[config.mk]
export PLATFORM = sky130hd
export DESIGN_NAME = sorted_descending_table
export DESIGN_NICKNAME = d
export VERILOG_FILES = /design/src/hw/rtl/sdt_pkg.sv /design/src/hw/rtl/sorted_descending_table.sv /design/src/hw/rtl/sdt_cell.sv
export SDC_FILE = /design/constraint.sdc
export NUM_CORES = 2
export LEC_CHECK = 0
export BUFFER_PORTS_ARGS = -buffer_cell sky130_fd_sc_hd__buf_2
export CORE_ASPECT_RATIO = 0.8
export CORE_MARGIN = 2
export CORE_UTILIZATION = 55
export DETAILED_ROUTE_END_ITERATION = 7
export HOLD_SLACK_MARGIN = 0.1
export PLACE_DENSITY_LB_ADDON = 0.2
export SYNTH_ARGS = -nofsm -noshare
export SYNTH_HDL_FRONTEND = slang
export SYNTH_SLANG_ARGS = --single-unit
export TNS_END_PERCENT = 20
[constraint.sdc]
create_clock -name clk_i -period 3.45 [get_ports clk_i]
set_input_delay 0.345 -clock clk_i [delete_from_list [all_inputs] [get_ports clk_i]]
set_output_delay 0.345 -clock clk_i [all_outputs]
set_load 0.05 [all_outputs]
[src/hw/rtl/sdt_pkg.sv]
// ----------------------------------------------------------------------------
// sdt_pkg
// Shared widths, operation and status codes, and the cell control word.
// ----------------------------------------------------------------------------
package sdt_pkg;

  localparam int unsigned KIND_W   = 2;
  localparam int unsigned VALUE_W  = 32;
  localparam int unsigned STATUS_W = 2;
  localparam int unsigned COUNT_W  = 5;

  localparam logic [KIND_W-1:0] KIND_INSERT = 2'd0;
  localparam logic [KIND_W-1:0] KIND_SEARCH = 2'd1;
  localparam logic [KIND_W-1:0] KIND_DELETE = 2'd2;
  localparam logic [KIND_W-1:0] KIND_CLEAR  = 2'd3;

  localparam logic [STATUS_W-1:0] STATUS_OK      = 2'd0;
  localparam logic [STATUS_W-1:0] STATUS_MISSING = 2'd1;
  localparam logic [STATUS_W-1:0] STATUS_FULL    = 2'd2;
  localparam logic [STATUS_W-1:0] STATUS_BAD     = 2'd3;

  typedef struct packed {
    logic load;
    logic ins;
    logic del;
  } cell_ctrl_t;

endpackage

[src/hw/rtl/sorted_descending_table.sv]
// ----------------------------------------------------------------------------
// sorted_descending_table
// Bounded table of signed words kept in descending order, duplicates allowed.
//
// The input channel carries one operation word (in_kind_i, in_value_i):
// insert, search, delete first match, or clear. Each accepted word yields one
// result word (out_status_o, out_count_o) on the output channel.
// The table is a row of CAPACITY cells. In the accept cycle every cell
// compares its entry against the broadcast value and registers greater and
// equal flags. In the commit step, which follows unless a held result stalls
// it, the boundary cell is found from neighbor flags, the hit is reduced
// across the row, each cell keeps its entry, takes the new value or loads its
// left or right neighbor's entry, and the result register is written. No new
// word is taken until the last one has committed.
// While a result waits under out_stall_i the next word is still accepted;
// its commit holds until the result register is free.
// Reset empties the table (count zero); entries are not cleared and no
// clearing pass is needed.
// ----------------------------------------------------------------------------
module sorted_descending_table #(
  parameter int unsigned CAPACITY = 16
) (
  input  logic                                clk_i,
  input  logic                                rst_ni,
  input  logic                                in_valid_i,
  output logic                                in_stall_o,
  input  logic [sdt_pkg::KIND_W-1:0]          in_kind_i,
  input  logic signed [sdt_pkg::VALUE_W-1:0]  in_value_i,
  output logic                                out_valid_o,
  input  logic                                out_stall_i,
  output logic [sdt_pkg::STATUS_W-1:0]        out_status_o,
  output logic [sdt_pkg::COUNT_W-1:0]         out_count_o
);
  import sdt_pkg::*;

  localparam int unsigned USED_W = $clog2(CAPACITY + 1);
  localparam logic [USED_W-1:0] CAP_U = USED_W'(CAPACITY);

  typedef enum logic {
    ST_IDLE,
    ST_EXEC
  } state_e;

  state_e                    state_q, state_d;
  logic [USED_W-1:0]         used_q, used_d;
  logic [KIND_W-1:0]         kind_q, kind_d;
  logic signed [VALUE_W-1:0] value_q, value_d;
  logic                      out_valid_q, out_valid_d;
  logic [STATUS_W-1:0]       status_q, status_d;
  logic [COUNT_W-1:0]        count_q, count_d;

  logic                      in_acc;
  logic                      commit;
  logic                      out_fire;
  logic                      hit;
  logic                      full;
  cell_ctrl_t                ctrl;

  logic signed [VALUE_W-1:0] entry_w [CAPACITY];
  logic [CAPACITY-1:0]       gt_w;
  logic [CAPACITY-1:0]       match_w;

  assign in_acc   = in_valid_i && (state_q == ST_IDLE);
  assign commit   = (state_q == ST_EXEC) && !(out_valid_q && out_stall_i);
  assign out_fire = out_valid_q && !out_stall_i;
  assign hit      = |match_w;
  assign full     = (used_q == CAP_U);

  always_comb begin
    state_d     = state_q;
    used_d      = used_q;
    kind_d      = kind_q;
    value_d     = value_q;
    out_valid_d = out_fire ? 1'b0 : out_valid_q;
    status_d    = status_q;
    count_d     = count_q;
    ctrl        = '0;
    ctrl.load   = in_acc;
    if (in_acc) begin
      kind_d  = in_kind_i;
      value_d = in_value_i;
      state_d = ST_EXEC;
    end
    if (commit) begin
      state_d     = ST_IDLE;
      out_valid_d = 1'b1;
      status_d    = STATUS_OK;
      case (kind_q)
        KIND_INSERT: begin
          if (full) begin
            status_d = STATUS_FULL;
          end else begin
            ctrl.ins = 1'b1;
            used_d   = used_q + USED_W'(1);
          end
        end
        KIND_SEARCH: begin
          status_d = hit ? STATUS_OK : STATUS_MISSING;
        end
        KIND_DELETE: begin
          if (hit) begin
            ctrl.del = 1'b1;
            used_d   = used_q - USED_W'(1);
          end else begin
            status_d = STATUS_MISSING;
          end
        end
        default: begin
          used_d = '0;
        end
      endcase
      count_d = COUNT_W'(used_d);
    end
  end

  always_ff @(posedge clk_i or negedge rst_ni) begin
    if (!rst_ni) begin
      state_q     <= ST_IDLE;
      used_q      <= '0;
      kind_q      <= KIND_INSERT;
      value_q     <= '0;
      out_valid_q <= 1'b0;
      status_q    <= STATUS_OK;
      count_q     <= '0;
    end else begin
      state_q     <= state_d;
      used_q      <= used_d;
      kind_q      <= kind_d;
      value_q     <= value_d;
      out_valid_q <= out_valid_d;
      status_q    <= status_d;
      count_q     <= count_d;
    end
  end

  for (genvar i = 0; i < CAPACITY; i++) begin : g_cell
    logic                      prev_gt;
    logic signed [VALUE_W-1:0] prev_entry;
    logic signed [VALUE_W-1:0] next_entry;
    logic                      occ;

    if (i == 0) begin : g_first
      assign prev_gt    = 1'b1;
      assign prev_entry = value_q;
    end else begin : g_mid
      assign prev_gt    = gt_w[i-1];
      assign prev_entry = entry_w[i-1];
    end
    if (i == CAPACITY - 1) begin : g_last
      assign next_entry = entry_w[i];
    end else begin : g_inner
      assign next_entry = entry_w[i+1];
    end
    assign occ = (used_q > USED_W'(i));

    sdt_cell u_cell (
      .clk_i        (clk_i),
      .ctrl_i       (ctrl),
      .occ_i        (occ),
      .cmp_value_i  (in_value_i),
      .wr_value_i   (value_q),
      .prev_gt_i    (prev_gt),
      .prev_entry_i (prev_entry),
      .next_entry_i (next_entry),
      .entry_o      (entry_w[i]),
      .gt_o         (gt_w[i]),
      .match_o      (match_w[i])
    );
  end

  assign in_stall_o   = (state_q != ST_IDLE);
  assign out_valid_o  = out_valid_q;
  assign out_status_o = status_q;
  assign out_count_o  = count_q;

endmodule

[src/hw/rtl/sdt_cell.sv]
// ----------------------------------------------------------------------------
// sdt_cell
// One table slot: holds an entry, compares it against the broadcast word and
// takes the new word or a neighbor's entry on insert or delete.
// ----------------------------------------------------------------------------
module sdt_cell (
  input  logic                               clk_i,
  input  sdt_pkg::cell_ctrl_t                ctrl_i,
  input  logic                               occ_i,
  input  logic signed [sdt_pkg::VALUE_W-1:0] cmp_value_i,
  input  logic signed [sdt_pkg::VALUE_W-1:0] wr_value_i,
  input  logic                               prev_gt_i,
  input  logic signed [sdt_pkg::VALUE_W-1:0] prev_entry_i,
  input  logic signed [sdt_pkg::VALUE_W-1:0] next_entry_i,
  output logic signed [sdt_pkg::VALUE_W-1:0] entry_o,
  output logic                               gt_o,
  output logic                               match_o
);
  import sdt_pkg::*;

  logic signed [VALUE_W-1:0] entry_q;
  logic                      gt_q;
  logic                      eq_q;
  logic                      boundary;

  assign boundary = prev_gt_i && !gt_q;
  assign entry_o  = entry_q;
  assign gt_o     = gt_q;
  assign match_o  = boundary && eq_q;

  always_ff @(posedge clk_i) begin
    if (ctrl_i.load) begin
      gt_q <= occ_i && (entry_q > cmp_value_i);
      eq_q <= occ_i && (entry_q == cmp_value_i);
    end
    if (ctrl_i.ins && !gt_q) begin
      entry_q <= boundary ? wr_value_i : prev_entry_i;
    end else if (ctrl_i.del && !gt_q) begin
      entry_q <= next_entry_i;
    end
  end

endmodule

# Word-level counts from Yosys, hierarchy flattened
# Index checks and enable logic that the tools add are counted.
# totals
register_bits,587
in_bits,38
# classes
addsub,2
eq_ne,21
reduce_logical,137
bitwise,2
mux,60
magnitude_cmp,32
# op_table
cell,n
$mux 32,45
$eq 32x32->1,16
$gt 32x32->1,16
$logic_and 1x1->1,98
$gt 5x4->1 const B,8
$reduce_bool 2->1,17
$gt 5x3->1 const B,4
$logic_not 1->1,18
$reduce_or 16->1,1
$pmux 5 s3,1
$gt 5x1->1 const B,2
$gt 5x2->1 const B,2
$mux 5,2
$mux 1,9
$add 5x1->5 const B,1
$eq 5x5->1 const B,1
$sub 5x1->5 const B,1
$mux 2,2
$ne 2x2->1 const B,2
$pmux 2 s2,1
$reduce_and 4->1,1
$eq 2x1->1 const B,1
$eq 2x2->1 const B,1
$logic_not 2->1,1
2 further kinds,3

# Depth between registers and ports, before layout
# depth
word_depth,10
depth_mapped,11
ltp_nobuf,8

# By module
# Synthesis repeated with hierarchy kept, for this count alone.
# hier_totals
hier_cells,4387
area_unflattened_um2,42523.3
# modules_own_cells
mod,instances,seq_area_each_um2,area_per_inst_um2,cells_per_inst
sdt_cell,16,1021.0,2526.2,263
sorted_descending_table,1,1076.0,2104.5,179

# Worst setup path after synthesis
# OpenSTA, ideal clock, no wires.
# synth_path
path_type,register to register
startpoint,reg out_count_o[0] (netlist name)
endpoint,reg g_cell[0].u_cell.entry_q[0] (enable)
stages_incl_launch_ff,12
arrival_time_ns,3.661
synth_period_minus_slack_ns,4.082
setup_ns,0.421
required_ns,3.029
path_slack_ns,-0.632
path_cell_list,dfrtp_1 > clkbuf_1 > inv_1 > ha_1 > nor3b_1 > nand2_1 > nand3_2 > buf_2 > inv_1 > a31oi_4 > buf_6 > nor2_1
# synth_lines
element,line,source
"end signal, assigned",sdt_cell.sv:37,entry_q <= boundary ? wr_value_i : prev_entry_i;
"end signal, assigned",sdt_cell.sv:39,entry_q <= next_entry_i;
"end, declared",sdt_cell.sv:21,logic signed [VALUE_W-1:0] entry_q;

# Final worst setup path
# layout_path
startpoint,in in_value_i[19] (netlist name)
endpoint,reg g_cell[13].u_cell.gt_q (data pin)
# layout_between
elab_chain_cells,2
# layout_lines
element,line,source
"start, declared",sorted_descending_table.sv:28,"input logic signed [sdt_pkg::VALUE_W-1:0] in_value_i,"
$gt 32x32->1,sdt_cell.sv:33,gt_q <= occ_i && (entry_q > cmp_value_i);
$logic_and 1x1->1,sdt_cell.sv:33,
"end signal, assigned",sdt_cell.sv:33,
"end, declared",sdt_cell.sv:22,logic gt_q;
# No other way between the ends.
# A chain may end at the register's enable or synchronous reset.

==> metrics.md <==
| Metric | Value |
|---|---|
| Outcome | finished clean |
| Synth top cells by count | a21oi_1 (644), edfxtp_1 (544), nor2_1 (530) |
| FF-to-FF End | g_cell[7].u_cell.entry_o[20]$_DFFE_PP_ |
| Leak | 19.5 nW |
| Global Route Usage Sum | 0.297 |
| Total clock sinks | 587 |
| Share of layout cells above drive strength 1 | 0.111 |
| R2r worst-path depth | 7 |
| Maximum clock insertion buffer count | 3 |
| Via count | 30661 |
| Min cycle time layout | 3.14 ns |
| Routed Antenna Nets | 0 |
| Die W | 306 um |
| Rows | 88 |
| Critical path launch point type | input port |
| Global routing's busiest layer | met2 |
| Min-Delay Path Class | in -> async |
| HPWL after DPL | 85.4 mm |
| CP endpoint | g_cell[13].u_cell.gt_o$_DFFE_PP_ |
| Post-CTS setup repair buffer count | 0 |
| Synth Flop Type | edfxtp_1 |
| Final Hold Fails | 0 |
| Relative slew slack | 0.226 |
| Critical R2R Launch | kind_q[0]$_DFFE_PN0P_ |
| Yosys top cell area share | 0.406 |
| Global route overflow | 0 |
| Synth Cell Area | 40200 um2 |
| CP endpoint kind | flip-flop |
| Initial antenna violation count | 1 |
| Clock power share | 0.197 |
| Distinct cells, synth | 57 |
| Setup-failing EPs final | 0 |
| First-pass GRT wire length | 175 mm |
| Sw Ratio | 0.407 |
| Crit Path Class | in -> reg |
| Seq/Total Area, Yosys | 0.433 |
| Post-synth EDFFs | 544 |
| I/O pin count | 47 |
| Syn Nets | 4372 |
| R2R Setup Slk | 0.37 ns |
| Max-cap viol count | 0 |
| Number of global-route vias before repair | 30138 |
| M2 GR Usage | 0.446 |
| Fin crit share | 0.910 |
| Synth Warn # | 0 |
| Leading area contributor after synthesis | edfxtp_1 |
| Cell Pwr Density | 761 nW/um2 |
| Combinational power share | 0.394 |
| Switching power | 0.0138 W |
| Die Y | 246 um |
| Worst skew pair latency | 0.66 ns |
| Largest net degree at the start of global routing | 65 |
| Die footprint | 75300 um2 |
| Synth top area cells | edfxtp_1 (41%), ha_1 (16%), mux2i_1 (11%), a21oi_1 (8.0%), nor2_1 (4.9%) |
| Sequential power share | 0.409 |
| Total Power | 0.0338 W |
| Drt pass-1 iters | 6 |
| Pint | 0.0200 W |
| GRT met1 Usage | 0.444 |
| CTS Buf Count | 60 |
| Post-cts gate resize count | 0 |
| Max IR drop VDD | 0.756 mV |
| Worst Slack Setup Final | 0.310 ns |
| Critical path arrival | 3.53 ns |
| # hold bufs at CTS | 36 |
| Slew Viols, Final | 0 |
| Number of buffers added on ports | 46 |
| # fillers | 6061 |
| Highest clock rate | 0.319 GHz |
| Unrepaired setup endpoints after global routing | false |
| Root buf cell | clkbuf_16 |
| Skew final | 0.0233 ns |
| # H-tree levels | 2 |
| N_diodes | 0 |
| Routing usage on met3 | 0.0524 |
| Iter 0 DRT Violations | 3004 |
| Critical Path RT | 3.84 ns |
| Gpl congestion | 0.940 |
| CORE AREA | 72200 um2 |
| DRC | 0 |
| CTS tree | done |
| Register bit total from synthesis | 587 |
| Cell with the most instances after synthesis | a21oi_1 |
| Detailed Route WL | 113 mm |
| Post-Synthesis Cells | 3813 |
| Initial core utilization | 0.557 |
| CP Launch Point | in_value_i[19] |
| Crit-path max FO | 10 |
| DR vias/cell | 6.29 |
| Wire per inst | 23.2 um |
| Final #Nets | 4435 |
| Worst-Margin Slew | 1.16 ns |
| Async SR Flop Fraction | 0.0733 |
| Area Overhead vs Synth | 10.5% |
| Dpl ws | 0.285 ns |
| Syn Area/Cell | 10.5 um2 |
| Clock-pin slew on the worst setup and hold paths | 0.06 ns |
[layout make-up]
class | count | area [um2] | area share
clock buffers | 94 | 1820 | 0.0410
clock inverters | 18 | 114 | 0.00256
inverters | 78 | 293 | 0.00659
multi-input cells | 2923 | 21800 | 0.492
flip-flops and latches | 587 | 17400 | 0.392
well taps | 945 | 1180 | 0.0266
repair buffers | 226 | 1750 | 0.0393
[state kept, by name, indices dropped and copies added (netlist names)]
register and flops:
out_count_o 5, in_stall_o 1, g_cell.u_cell.gt_o 16, out_valid_o 1, kind_q 2, out_status_o 2
g_cell.prev_entry 32, g_cell.u_cell.entry_o 512, g_cell.u_cell.eq_q 16
[routing by layer]
metal	vias up	routed length, um
met5	-	0
li1	14560	-
met4	0	2620
met1	14948	53100
met3	143	8970
met2	1010	48500
[power groups by stage]
stage               Combinational, W  Clock, W  Sequential (W)
finish                        0.0133   0.00667          0.0138
global route                  0.0148   0.00696          0.0141
CTS                           0.0132   0.00669          0.0138
detailed placement            0.0131         0          0.0139
global placement              0.0126         0          0.0139
floorplan                     0.0103         0          0.0123
[placed cells by master, fill, tap and decap left out, drive strengths merged, types with 19 or more instances in the layout]
cell type and instances:
mux2 96, nand2b 19, a21o 68, nand3 78, buf 190, mux2i 451
nor2b 30, nor4 31, a221o 30, clkbuf 94, nor2 538, ha 521
a21oi 644, nand4 94, dlygate4sd3 36, inv 78, edfxtp 544, nand2 117
o21ai 45, dfrtp 43
[kinds of logic after synthesis]
group,Yosys count,synth area share
compound gates,887,0.126
mux,547,0.139
fa+ha+maj,521,0.162
buf+inv,303,0.0295
flops,587,0.433
simple gates,968,0.110
[through the flow]
stage	setup TNS, ns	instances	utilization	cell area [um2]	hold slack, ns
2_1_floorplan	-112.48	3813	-	40200	0.0494
3_3_place_gp	0	4723	0.583	42100	0.369
3_5_place_dp	0	4723	0.583	42100	0.369
4_1_cts	0	4871	0.615	44400	0.222
5_1_grt	0	4871	0.615	44400	0.244
6_report	0	4871	0.615	44400	0.237
[worst min-delay path by stage]
stage / from / endpoint / slack (ns)
6_report: rst_ni / g_cell[0].prev_entry[7]$_DFFE_PN0P_ / 0.24
3_5_place_dp: rst_ni / g_cell[0].prev_entry[7]$_DFFE_PN0P_ / 0.37
3_3_place_gp: rst_ni / g_cell[0].prev_entry[7]$_DFFE_PN0P_ / 0.37
4_1_cts: rst_ni / g_cell[0].prev_entry[5]$_DFFE_PN0P_ / 0.22
2_1_floorplan: rst_ni / g_cell[0].prev_entry[0]$_DFFE_PN0P_ / 0.05
5_1_grt: rst_ni / g_cell[0].prev_entry[7]$_DFFE_PN0P_ / 0.24
[critical path, stage by stage]
cell,delay (ns)
dlygate4sd3_1,0.54
buf_2,0.14
inv_1,0.40
ha_1,0.36
a21oi_1,0.15
o21ai_0,0.11
a221o_1,0.40
a2111oi_0,0.65
nand2_1,0.13
mux2_2,0.29
Note: power is estimated with default switching activity, not from simulation.
